## src/hw/rtl/nearest_object_follow_control_unit_assert.svh

```systemverilog
// assertion macros for the nearest object follow control unit
// the asserting module provides clk_i and rst_ni
`ifndef NEAREST_OBJECT_FOLLOW_CONTROL_UNIT_ASSERT_SVH
`define NEAREST_OBJECT_FOLLOW_CONTROL_UNIT_ASSERT_SVH

`ifndef NO_ASSERTIONS

// checked only while out of reset
`define NOFC_ASSERT(label, prop, msg) \
  label: assert property (@(posedge clk_i) disable iff (!rst_ni) prop) else $error(msg);

// checked at every edge, reset included
`define NOFC_ASSERT_ALWAYS(label, prop, msg) \
  label: assert property (@(posedge clk_i) prop) else $error(msg);

`else

`define NOFC_ASSERT(label, prop, msg)
`define NOFC_ASSERT_ALWAYS(label, prop, msg)

`endif

`endif

```

## src/hw/rtl/nofc_pkg.sv

```systemverilog
package nofc_pkg;

  // field widths
  localparam int RANGE_W = 16;
  localparam int IDX_W   = 10;
  localparam int CNT_W   = 11;
  localparam int STEP_W  = 13;
  localparam int SPROD_W = STEP_W + IDX_W;
  localparam int B_W     = 25;
  localparam int PROD_W  = 37;
  localparam int LIN_W   = 24;
  localparam int ANG_W   = 28;

  // scan capacity
  localparam logic [CNT_W-1:0] MAX_BEAMS = 11'd1024;

  // range limits in mm
  localparam logic [RANGE_W-1:0] FLOOR_MM      = 16'd200;
  localparam logic [RANGE_W-1:0] SEEN_LIMIT_MM = 16'd12000;

  // angle constants in 2^-16 rad
  localparam logic signed [B_W-1:0] PI_FX      = 25'sd205887;
  localparam logic signed [B_W-1:0] NEG_PI_FX  = -25'sd205887;
  localparam logic signed [B_W-1:0] HALF_PI_FX = 25'sd102944;
  localparam logic signed [B_W-1:0] TWO_PI_FX  = 25'sd411775;

  // register indexes
  localparam int REG_IDX_W = 3;
  localparam logic [REG_IDX_W-1:0] REG_FOLLOW_DIST  = 3'd0;
  localparam logic [REG_IDX_W-1:0] REG_FOLLOW_ANGLE = 3'd1;
  localparam logic [REG_IDX_W-1:0] REG_TURN_GAIN    = 3'd2;
  localparam logic [REG_IDX_W-1:0] REG_SPEED_GAIN   = 3'd3;
  localparam logic [REG_IDX_W-1:0] REG_START_ANGLE  = 3'd4;
  localparam logic [REG_IDX_W-1:0] REG_ANGLE_STEP   = 3'd5;
  localparam logic [REG_IDX_W-1:0] REG_SENSOR_MIN   = 3'd6;
  localparam logic [REG_IDX_W-1:0] REG_SENSOR_MAX   = 3'd7;

  typedef struct packed {
    logic        [15:0] follow_distance_mm;
    logic signed [18:0] follow_angle;
    logic        [15:0] turn_gain;
    logic        [15:0] speed_gain;
    logic signed [19:0] scan_start_angle;
    logic        [12:0] beam_angle_step;
    logic        [15:0] sensor_min_mm;
    logic        [15:0] sensor_max_mm;
  } cfg_t;

  // controller to datapath
  typedef struct packed {
    logic accept_beam;
    logic clear_scan;
    logic calc_bearing;
    logic wrap_down;
    logic wrap_up;
    logic mul_lin;
    logic mul_ang;
    logic load_out;
  } dp_cmd_t;

  // datapath to controller
  typedef struct packed {
    logic any_valid;
    logic above_pi;
    logic below_neg_pi;
  } dp_status_t;

  typedef enum logic [2:0] {
    ST_IDLE,
    ST_CHECK,
    ST_WRAP,
    ST_MUL_LIN,
    ST_MUL_ANG,
    ST_FIN
  } state_e;

endpackage

```

## src/hw/rtl/nofc_cfg_regs.sv

```systemverilog
module nofc_cfg_regs (
  input  logic               clk_i,
  input  logic               rst_ni,
  input  logic               psel,
  input  logic               penable,
  input  logic               pwrite,
  input  logic [4:0]         paddr,
  input  logic [31:0]        pwdata,
  output logic [31:0]        prdata,
  output logic               pready,
  output nofc_pkg::cfg_t     cfg_o
);

  nofc_pkg::cfg_t cfg_q;
  logic [nofc_pkg::REG_IDX_W-1:0] reg_idx;
  logic wr_en;

  assign pready  = 1'b1;
  assign reg_idx = paddr[4:2];
  assign wr_en   = psel && penable && pwrite;
  assign cfg_o   = cfg_q;

  // register writes in the access phase
  always_ff @(posedge clk_i or negedge rst_ni) begin
    if (!rst_ni) begin
      cfg_q.follow_distance_mm <= 16'd1000;
      cfg_q.follow_angle       <= 19'sd0;
      cfg_q.turn_gain          <= 16'd256;
      cfg_q.speed_gain         <= 16'd128;
      cfg_q.scan_start_angle   <= -20'sd205887;
      cfg_q.beam_angle_step    <= 13'd402;
      cfg_q.sensor_min_mm      <= 16'd120;
      cfg_q.sensor_max_mm      <= 16'd12000;
    end else if (wr_en) begin
      unique case (reg_idx)
        nofc_pkg::REG_FOLLOW_DIST:  cfg_q.follow_distance_mm <= pwdata[15:0];
        nofc_pkg::REG_FOLLOW_ANGLE: cfg_q.follow_angle       <= signed'(pwdata[18:0]);
        nofc_pkg::REG_TURN_GAIN:    cfg_q.turn_gain          <= pwdata[15:0];
        nofc_pkg::REG_SPEED_GAIN:   cfg_q.speed_gain         <= pwdata[15:0];
        nofc_pkg::REG_START_ANGLE:  cfg_q.scan_start_angle   <= signed'(pwdata[19:0]);
        nofc_pkg::REG_ANGLE_STEP:   cfg_q.beam_angle_step    <= pwdata[12:0];
        nofc_pkg::REG_SENSOR_MIN:   cfg_q.sensor_min_mm      <= pwdata[15:0];
        nofc_pkg::REG_SENSOR_MAX:   cfg_q.sensor_max_mm      <= pwdata[15:0];
        default: ;
      endcase
    end
  end

  // read back, signed registers sign extended
  always_comb begin
    unique case (reg_idx)
      nofc_pkg::REG_FOLLOW_DIST:  prdata = {16'd0, cfg_q.follow_distance_mm};
      nofc_pkg::REG_FOLLOW_ANGLE: prdata = {{13{cfg_q.follow_angle[18]}}, cfg_q.follow_angle};
      nofc_pkg::REG_TURN_GAIN:    prdata = {16'd0, cfg_q.turn_gain};
      nofc_pkg::REG_SPEED_GAIN:   prdata = {16'd0, cfg_q.speed_gain};
      nofc_pkg::REG_START_ANGLE:
        prdata = {{12{cfg_q.scan_start_angle[19]}}, cfg_q.scan_start_angle};
      nofc_pkg::REG_ANGLE_STEP:   prdata = {19'd0, cfg_q.beam_angle_step};
      nofc_pkg::REG_SENSOR_MIN:   prdata = {16'd0, cfg_q.sensor_min_mm};
      nofc_pkg::REG_SENSOR_MAX:   prdata = {16'd0, cfg_q.sensor_max_mm};
      default:                    prdata = 32'd0;
    endcase
  end

endmodule

```

## src/hw/rtl/nofc_ctrl.sv

```systemverilog
module nofc_ctrl (
  input  logic                  clk_i,
  input  logic                  rst_ni,
  input  logic                  in_valid_i,
  input  logic                  last_beam_i,
  input  logic                  out_stall_i,
  input  nofc_pkg::dp_status_t  status_i,
  output nofc_pkg::dp_cmd_t     cmd_o,
  output logic                  in_stall_o,
  output logic                  out_valid_o
);

  nofc_pkg::state_e state_q, state_d;
  logic out_valid_q, out_valid_d;
  logic out_free;

  assign out_free    = !out_valid_q || !out_stall_i;
  assign in_stall_o  = (state_q != nofc_pkg::ST_IDLE);
  assign out_valid_o = out_valid_q;

  // next state
  always_comb begin
    state_d = state_q;
    unique case (state_q)
      nofc_pkg::ST_IDLE: begin
        if (in_valid_i && last_beam_i) state_d = nofc_pkg::ST_CHECK;
      end
      nofc_pkg::ST_CHECK: begin
        state_d = status_i.any_valid ? nofc_pkg::ST_WRAP : nofc_pkg::ST_IDLE;
      end
      nofc_pkg::ST_WRAP: begin
        if (!status_i.above_pi && !status_i.below_neg_pi) state_d = nofc_pkg::ST_MUL_LIN;
      end
      nofc_pkg::ST_MUL_LIN: state_d = nofc_pkg::ST_MUL_ANG;
      nofc_pkg::ST_MUL_ANG: state_d = nofc_pkg::ST_FIN;
      nofc_pkg::ST_FIN: begin
        if (out_free) state_d = nofc_pkg::ST_IDLE;
      end
      default: state_d = nofc_pkg::ST_IDLE;
    endcase
  end

  // datapath commands
  always_comb begin
    cmd_o = '0;
    unique case (state_q)
      nofc_pkg::ST_IDLE:  cmd_o.accept_beam = in_valid_i;
      nofc_pkg::ST_CHECK: begin
        cmd_o.calc_bearing = status_i.any_valid;
        cmd_o.clear_scan   = !status_i.any_valid;
      end
      nofc_pkg::ST_WRAP: begin
        priority if (status_i.above_pi) cmd_o.wrap_down = 1'b1;
        else if (status_i.below_neg_pi) cmd_o.wrap_up = 1'b1;
        else cmd_o.wrap_up = 1'b0;
      end
      nofc_pkg::ST_MUL_LIN: cmd_o.mul_lin = 1'b1;
      nofc_pkg::ST_MUL_ANG: cmd_o.mul_ang = 1'b1;
      nofc_pkg::ST_FIN:     cmd_o.load_out = out_free;
      default: ;
    endcase
  end

  // result slot flag
  always_comb begin
    priority if (cmd_o.load_out) out_valid_d = 1'b1;
    else if (!out_stall_i) out_valid_d = 1'b0;
    else out_valid_d = out_valid_q;
  end

  always_ff @(posedge clk_i or negedge rst_ni) begin
    if (!rst_ni) begin
      state_q     <= nofc_pkg::ST_IDLE;
      out_valid_q <= 1'b0;
    end else begin
      state_q     <= state_d;
      out_valid_q <= out_valid_d;
    end
  end

endmodule

```

## src/hw/rtl/nofc_datapath.sv

```systemverilog
module nofc_datapath (
  input  logic                  clk_i,
  input  logic                  rst_ni,
  input  nofc_pkg::cfg_t        cfg_i,
  input  nofc_pkg::dp_cmd_t     cmd_i,
  input  logic [15:0]           range_mm_i,
  input  logic                  range_finite_i,
  output nofc_pkg::dp_status_t  status_o,
  output logic signed [23:0]    linear_cmd_o,
  output logic signed [27:0]    angular_cmd_o,
  output logic                  object_seen_o,
  output logic [15:0]           nearest_range_o,
  output logic [9:0]            nearest_beam_o
);

  // scan search state
  logic [nofc_pkg::RANGE_W-1:0] best_q, best_d;
  logic [nofc_pkg::IDX_W-1:0]   idx_q, idx_d;
  logic [nofc_pkg::CNT_W-1:0]   cnt_q, cnt_d;
  logic                         any_q, any_d;

  // bearing and multiply registers
  logic signed [nofc_pkg::B_W-1:0]    b_q, b_d;
  logic signed [nofc_pkg::PROD_W-1:0] prod_q, prod_d;
  logic signed [nofc_pkg::LIN_W-1:0]  lin_q;

  logic [nofc_pkg::RANGE_W-1:0] lo_lim;
  logic beam_ok, room, take;
  logic [nofc_pkg::SPROD_W-1:0] step_prod;
  logic signed [nofc_pkg::B_W-1:0] b_calc;
  logic signed [16:0] dist_err;
  logic signed [19:0] ang_err;
  logic signed [16:0] mul_a;
  logic signed [19:0] mul_b;
  logic signed [nofc_pkg::PROD_W-1:0] mul_p;
  logic signed [nofc_pkg::PROD_W-1:0] rnd;
  logic signed [28:0] rnd_sh;
  logic seen;

  function automatic logic signed [23:0] sat_lin(input logic signed [28:0] v);
    if (v > 29'sd8388607) return 24'sh7FFFFF;
    if (v < -29'sd8388608) return 24'sh800000;
    return v[23:0];
  endfunction

  function automatic logic signed [27:0] sat_ang(input logic signed [28:0] v);
    if (v > 29'sd134217727) return 28'sh7FFFFFF;
    if (v < -29'sd134217728) return 28'sh8000000;
    return v[27:0];
  endfunction

  // per beam range check and minimum search
  always_comb begin
    lo_lim  = (cfg_i.sensor_min_mm > nofc_pkg::FLOOR_MM) ? cfg_i.sensor_min_mm
                                                         : nofc_pkg::FLOOR_MM;
    beam_ok = range_finite_i && (range_mm_i >= lo_lim) && (range_mm_i <= cfg_i.sensor_max_mm);
    room    = cnt_q < nofc_pkg::MAX_BEAMS;
    take    = cmd_i.accept_beam && room && beam_ok && (!any_q || (range_mm_i < best_q));
    best_d  = best_q;
    idx_d   = idx_q;
    cnt_d   = cnt_q;
    any_d   = any_q;
    priority if (cmd_i.clear_scan || cmd_i.load_out) begin
      best_d = '1;
      idx_d  = '0;
      cnt_d  = '0;
      any_d  = 1'b0;
    end else if (cmd_i.accept_beam && room) begin
      cnt_d = cnt_q + 1'b1;
      if (take) begin
        best_d = range_mm_i;
        idx_d  = cnt_q[nofc_pkg::IDX_W-1:0];
        any_d  = 1'b1;
      end
    end else begin
      cnt_d = cnt_q;
    end
  end

  always_ff @(posedge clk_i or negedge rst_ni) begin
    if (!rst_ni) begin
      best_q <= '1;
      idx_q  <= '0;
      cnt_q  <= '0;
      any_q  <= 1'b0;
    end else begin
      best_q <= best_d;
      idx_q  <= idx_d;
      cnt_q  <= cnt_d;
      any_q  <= any_d;
    end
  end

  // bearing of the nearest beam, wrapped one turn per cycle
  assign step_prod = nofc_pkg::SPROD_W'(cfg_i.beam_angle_step)
                   * nofc_pkg::SPROD_W'(idx_q);
  assign b_calc = {{5{cfg_i.scan_start_angle[19]}}, cfg_i.scan_start_angle}
                + signed'({2'b00, step_prod}) + nofc_pkg::HALF_PI_FX;

  always_comb begin
    b_d = b_q;
    priority if (cmd_i.calc_bearing) b_d = b_calc;
    else if (cmd_i.wrap_down) b_d = b_q - nofc_pkg::TWO_PI_FX;
    else if (cmd_i.wrap_up) b_d = b_q + nofc_pkg::TWO_PI_FX;
    else b_d = b_q;
  end

  // shared multiplier for both command products
  assign dist_err = signed'({1'b0, best_q}) - signed'({1'b0, cfg_i.follow_distance_mm});
  assign ang_err  = signed'(b_q[19:0]) - {cfg_i.follow_angle[18], cfg_i.follow_angle};
  assign mul_a    = cmd_i.mul_lin ? signed'({1'b0, cfg_i.speed_gain})
                                  : signed'({1'b0, cfg_i.turn_gain});
  assign mul_b    = cmd_i.mul_lin ? {{3{dist_err[16]}}, dist_err} : ang_err;
  assign mul_p    = mul_a * mul_b;
  assign prod_d   = (cmd_i.mul_lin || cmd_i.mul_ang) ? mul_p : prod_q;

  // round half up and drop the eight fraction bits
  assign rnd    = prod_q + 37'sd128;
  assign rnd_sh = rnd[36:8];
  assign seen   = best_q < nofc_pkg::SEEN_LIMIT_MM;

  always_ff @(posedge clk_i) begin
    b_q    <= b_d;
    prod_q <= prod_d;
    if (cmd_i.mul_ang) lin_q <= sat_lin(rnd_sh);
  end

  // result registers
  always_ff @(posedge clk_i) begin
    if (cmd_i.load_out) begin
      linear_cmd_o    <= seen ? lin_q : '0;
      angular_cmd_o   <= seen ? sat_ang(rnd_sh) : '0;
      object_seen_o   <= seen;
      nearest_range_o <= best_q;
      nearest_beam_o  <= idx_q;
    end
  end

  assign status_o.any_valid    = any_q;
  assign status_o.above_pi     = b_q > nofc_pkg::PI_FX;
  assign status_o.below_neg_pi = b_q < nofc_pkg::NEG_PI_FX;

endmodule

```

## src/hw/rtl/nearest_object_follow_control_unit.sv

```systemverilog
// Nearest object follower for a lidar scan.
// Input channel (in_valid_i / in_stall_o) moves one beam per transfer:
// range_mm_i, range_finite_i and last_beam_i. Beams are searched for the
// first strictly smallest valid range; one beam is taken per cycle while
// the input is not stalled. After the transfer carrying last_beam_i the
// block stalls its input while it finishes the scan: it checks for a valid
// beam and forms the bearing, then wraps it one 2*pi correction at a time
// (at most 22 for any register setting, 0 or 1 for a normal scan span), then
// uses one shared 17x20 multiplier and the rounding logic. A scan ending with
// no valid beam returns to idle after the check cycle and gives no result.
// The result channel (out_valid_o / out_stall_i) holds one result in its
// output register; while it waits, the next scan's beams are still taken,
// and only the final step of the next scan waits for the slot to free up.
// Configuration must be written over the APB port only while the block is
// idle; the block itself does not enforce this. Reset (rst_ni low) restores
// register defaults and clears the scan state and the result slot.
`include "nearest_object_follow_control_unit_assert.svh"

module nearest_object_follow_control_unit (
  input  logic               clk_i,
  input  logic               rst_ni,
  input  logic               psel,
  input  logic               penable,
  input  logic               pwrite,
  input  logic [4:0]         paddr,
  input  logic [31:0]        pwdata,
  output logic [31:0]        prdata,
  output logic               pready,
  input  logic               in_valid_i,
  output logic               in_stall_o,
  input  logic [15:0]        range_mm_i,
  input  logic               range_finite_i,
  input  logic               last_beam_i,
  output logic               out_valid_o,
  input  logic               out_stall_i,
  output logic signed [23:0] linear_cmd_o,
  output logic signed [27:0] angular_cmd_o,
  output logic               object_seen_o,
  output logic [15:0]        nearest_range_o,
  output logic [9:0]         nearest_beam_o
);

  nofc_pkg::cfg_t       cfg;
  nofc_pkg::dp_cmd_t    cmd;
  nofc_pkg::dp_status_t status;

  // configuration registers
  nofc_cfg_regs u_cfg (
    .clk_i   (clk_i),
    .rst_ni  (rst_ni),
    .psel    (psel),
    .penable (penable),
    .pwrite  (pwrite),
    .paddr   (paddr),
    .pwdata  (pwdata),
    .prdata  (prdata),
    .pready  (pready),
    .cfg_o   (cfg)
  );

  // sequencer
  nofc_ctrl u_ctrl (
    .clk_i       (clk_i),
    .rst_ni      (rst_ni),
    .in_valid_i  (in_valid_i),
    .last_beam_i (last_beam_i),
    .out_stall_i (out_stall_i),
    .status_i    (status),
    .cmd_o       (cmd),
    .in_stall_o  (in_stall_o),
    .out_valid_o (out_valid_o)
  );

  // search, bearing and command arithmetic
  nofc_datapath u_dp (
    .clk_i           (clk_i),
    .rst_ni          (rst_ni),
    .cfg_i           (cfg),
    .cmd_i           (cmd),
    .range_mm_i      (range_mm_i),
    .range_finite_i  (range_finite_i),
    .status_o        (status),
    .linear_cmd_o    (linear_cmd_o),
    .angular_cmd_o   (angular_cmd_o),
    .object_seen_o   (object_seen_o),
    .nearest_range_o (nearest_range_o),
    .nearest_beam_o  (nearest_beam_o)
  );

  // checks
  `NOFC_ASSERT_ALWAYS(a_cmd_onehot, $onehot0(cmd), "more than one datapath command")
  `NOFC_ASSERT(a_last_stalls, in_valid_i && !in_stall_o && last_beam_i |=> in_stall_o,
               "input not stalled after last beam")
  `NOFC_ASSERT(a_load_valid, cmd.load_out |=> out_valid_o, "loaded result not presented")
  `NOFC_ASSERT(a_far_zero,
               out_valid_o && !object_seen_o |-> linear_cmd_o == 0 && angular_cmd_o == 0,
               "far object with nonzero command")

endmodule
```

## config.mk

```make
export PLATFORM = sky130hd
export DESIGN_NAME = nearest_object_follow_control_unit
export DESIGN_NICKNAME = d
export VERILOG_FILES = /design/src/hw/rtl/nofc_pkg.sv /design/src/hw/rtl/nofc_cfg_regs.sv /design/src/hw/rtl/nofc_ctrl.sv /design/src/hw/rtl/nofc_datapath.sv /design/src/hw/rtl/nearest_object_follow_control_unit.sv
export VERILOG_INCLUDE_DIRS = /design/src /design/src/hw/rtl
export SDC_FILE = /design/constraint.sdc
export NUM_CORES = 2
export LEC_CHECK = 0
export ABC_AREA = 1
export BUFFER_PORTS_ARGS = -buffer_cell sky130_fd_sc_hd__buf_2
export CAP_MARGIN = 40
export CORE_MARGIN = 2
export CORE_UTILIZATION = 58
export DETAILED_ROUTE_END_ITERATION = 12
export PLACE_DENSITY = 0.87
export SLEW_MARGIN = 40
export SYNTH_ARGS = -nofsm -noshare
export SYNTH_HDL_FRONTEND = slang
export SYNTH_HIERARCHICAL = 1
export SYNTH_SLANG_ARGS = --single-unit
```

## constraint.sdc

```tcl
create_clock -name clk_i -period 6.7 [get_ports clk_i]
set_input_delay 1.34 -clock clk_i [delete_from_list [all_inputs] [get_ports clk_i]]
set_output_delay 1.34 -clock clk_i [all_outputs]
set_load 0.01 [all_outputs]
```

==> metrics.md <==
| Metric | Value |
|---|---|
| Mapped Nets | 5747 |
| Multi-input gate area | 0.0281 sq mm |
| Met2 Resource Use GR | 58.2% |
| Max Cap Viol | 0 |
| Hold Path Depth | 2 |
| Mapped Area | around 0.039 sq mm |
| Initial Util | 58.8% |
| CP startpoint kind | register |
| Synth area leaders | fa_1 21%, edfxtp_1 12%, nand2_1 10% |
| Final wirelength | 142000 um |
| Failing checks | negative setup slack |
| Clk buf depth | 3 |
| Cell Area, Placed | 0.0443 sq mm |
| Hold slack | 0.490 ns |
| Die width | 263 um |
| Register-to-Register Path Depth | 33 |
| Worst setup EP type | register |
| Ys async rst share | a little over half |
| CTS Buf Count | 37 |
| DR iter-0 viols | 6618 |
| Die Span Y | 263 um |
| Final Hold Vio Count | 0 |
| Ys Warns | 6 |
| Hold path startpoint | u_cfg/cfg_o[10] |
| Congestion Overflow GR | 0 |
| Root Buffer | clkbuf_16 |
| DR vias | between 40000 and 50000 |
| Cell with the most instances after synthesis | nand2_1 |
| Reg-to-reg critical path startpoint | u_dp/best_q[0] |
| WL/cell | around 22 um |
| Reg-to-reg slack, setup | -0.82 ns |
| CTS tree | done |
| RSZ-0062 raised after global routing | yes |
| Core Area | 0.0660 sq mm |
| Tcrit/Tclk final | 112% |
| EDFF count, synth | 158 |
| Clk slew on worst S/H paths | 0.06 ns |
| Residual DRC count | 0 |
| CP max-delay cell | fa_1 |
| Storage cell area | between 0.009 and 0.01 sq mm |
| Reg-to-reg endpoint | u_dp/prod_q[28] |
| Main flop type after synthesis | edfxtp_1 |
| Rows | 94 |
| WS Path Type | register to register |
| Vias per std cell | 6.13 |
| Max Slew Vio Count | 0 |
| Setup TNS | -17.93 ns |
| Post-route cell area | 0.0494 sq mm |
| Syn_area_per_cell | 7.79 sq um |
| Latest clock arrival within the worst-skew pair | between 0.5 and 0.6 ns |
| Max stage delay on crit path | ~0.72 ns |
| RePlAce Congestion | between 0.9 and 1 |
| Sequential area share after synthesis | 23.6% |
| Final count of negative-setup-slack endpoints | 42 |
| Total GRT Usage | 36.5% |
| Status | finished with violations |
| Vias in the first global route | 37700 |
| Layout cell share with drive strength beyond 1 | 28.2% |
| DR pass1 iterations | 12 |
| I/O Buffers | 160 |
| Synth Instances | 4980 |
| # fillers | 4021 |
| First-pass GRT wire length | between 200000 and 250000 um |
| Worst EP arrival | 7.83 ns |
| Global route hottest layer | met2 |
| Hold/Removal Path Class | register to register |
| Detail Route Antenna Nets | 0 |
| Clock Skews | approximately 0.03 ns |
| Htree depth | 2 |
| Global routing usage on met1 | 48.1% |
| List of most frequent post-synthesis cells | 1066 x nand2_1, 984 x inv_1, 458 x nor2_1 |
| Fin nets | 6399 |
| Share of the synthesized area in the top cell type | 20.8% |
| Slew Limit Headroom | a little under two fifths |
| DPL Wire Length | 94400 um |
| Most frequent CP cell | fa_1 |
| Setup Slack @ Placement | -0.697 ns |
| Crit path max fanout | 6 |
| Synth cell types | 60 |
| Pin count of the biggest net entering global routing | 80 |
| Area grow syn2layout | 27.3% |
| Clk sinks | 332 |
| Fmax | 0.133 GHz |
| Measured slew at the worst slew-check pin | 0.928 ns |
| Hold Path End | u_cfg/cfg_o[10] |
| Synth Register Bits | 332 |
| Hold buffer count at cts | 0 |
| Grt met3 use | 7.63% |
| Final worst slack | -0.824 ns |
| Worst Path Required | ~7.0 ns |
| Initial antenna violation count | 3 |
| Fin crit period | 7.52 ns |
| Ports | 176 |
| Post-synth top area cell | fa_1 |
| Die area | 0.0690 sq mm |
## cell type report
class                           instances  share of cell area [%]
Clock inverter                         14                   0.347
Tap cell                              864                    2.19
Antenna cell                            1                 0.00507
Multi-Input combinational cell       3481                    56.9
Clock buffer                           52                    2.20
Sequential cell                       332                    18.6
Inverter                             1003                    7.70
Timing Repair Buffer                  777                    12.1
## what timing repair did
action | 4_1_cts | 5_1_grt
setup buffers | 36 | 69
pin swaps | 76 | 296
gates cloned | 1 | 1
setup endpoints to repair | 38 | 44
resized for setup | 289 | 493
## flip-flops by register name, summed over array words and instances (netlist names), 3 cells and up
name	cells
u_dp/linear_cmd_o	24
u_ctrl/state_q	3
u_dp/cnt_q	11
u_dp/lin_q	24
u_dp/angular_cmd_o	28
u_dp/nearest_range_o	16
u_cfg/cfg_o	132
u_dp/b_q	25
u_dp/nearest_beam_o	10
u_dp/idx_q	10
u_dp/prod_q	30
u_dp/best_q	16
## layer usage
| metal | routed length, um | share of wire, % |
|---|---|---|
| met1 | 49200 | 35 |
| met2 | 63200 | 44 |
| met3 | 18900 | 13 |
| met4 | 10800 | 7.6 |
| met5 | 23 | 0.016 |
## how the worst max path moves through the flow
stage / startpoint / end / slack (ns) / cells after the start
finish: u_dp/best_q[0] / u_dp/prod_q[28] / -0.82 / 33
global route: u_dp/best_q[0] / u_dp/prod_q[36] / -1.00 / 35
CTS: u_dp/best_q[0] / u_dp/prod_q[28] / -0.42 / 38
detailed placement: u_dp/best_q[0] / u_dp/prod_q[21] / -0.70 / 35
global placement: u_dp/best_q[0] / u_dp/prod_q[33] / -0.59 / 35
floorplan: u_dp/best_q[0] / u_dp/prod_q[31] / -0.01 / 38
## kinds of logic after synthesis
| family | count (synthesis) | synth area share, % |
|---|---|---|
| flops | 332 | 23.6 |
| xor+xnor | 93 | 2.10 |
| compound gates | 599 | 8.55 |
| simple gates | 2083 | 23.1 |
| buf+inv | 1167 | 12.1 |
| fa+ha+maj | 705 | 30.5 |
| other cells | 1 | 0.00967 |
## worst max-delay path: cells and delay by family, from the launching register on
kind / cells / cell delay (ns)
XOR/XNOR: 1 / 0.13
buffers and inverters: 10 / 1.14
adder cells (fa/ha/maj): 9 / 3.98
flip-flops: 1 / 0.54
AND/OR/NAND/NOR: 7 / 0.75
AO/OA/AOI/OAI: 6 / 0.69
## placed cells by master, fill, tap and decap left out, types with 16 or more instances in the layout
cell type and instances:
nand2_1 942, inv_1 890, buf_4 534, nor2_1 402, fa_1 375, nand3_1 238, ha_1 234, buf_2 158
edfxtp_1 158, a21oi_1 156, o21ai_0 133, nand4_1 119, dfrtp_1 115, inv_2 98, o21ai_1 96, nand2_2 96
a21oi_2 68, buf_6 62, ha_4 62, xor2_1 54, nand2_4 53, dfstp_2 50, o21ai_2 43, clkbuf_16 42
nand3_2 40, nor2_4 37, nor2_2 29, fa_2 28, or2_2 25, nor3_1 24, xnor2_1 20, a21o_1 19
a21oi_4 18, buf_12 16
## per-stage QoR
step / std cells / utilization, %
after detailed placement: 6354 / 67.1
after floorplan: 4980 / -
after global routing: 6524 / 74.8
final: 6524 / 74.8
after global placement: 6353 / 67.0
after CTS: 6456 / 71.2
Power is not shown: default switching activity piles up to over one toggle a cycle in this logic, so the estimate is an artifact.
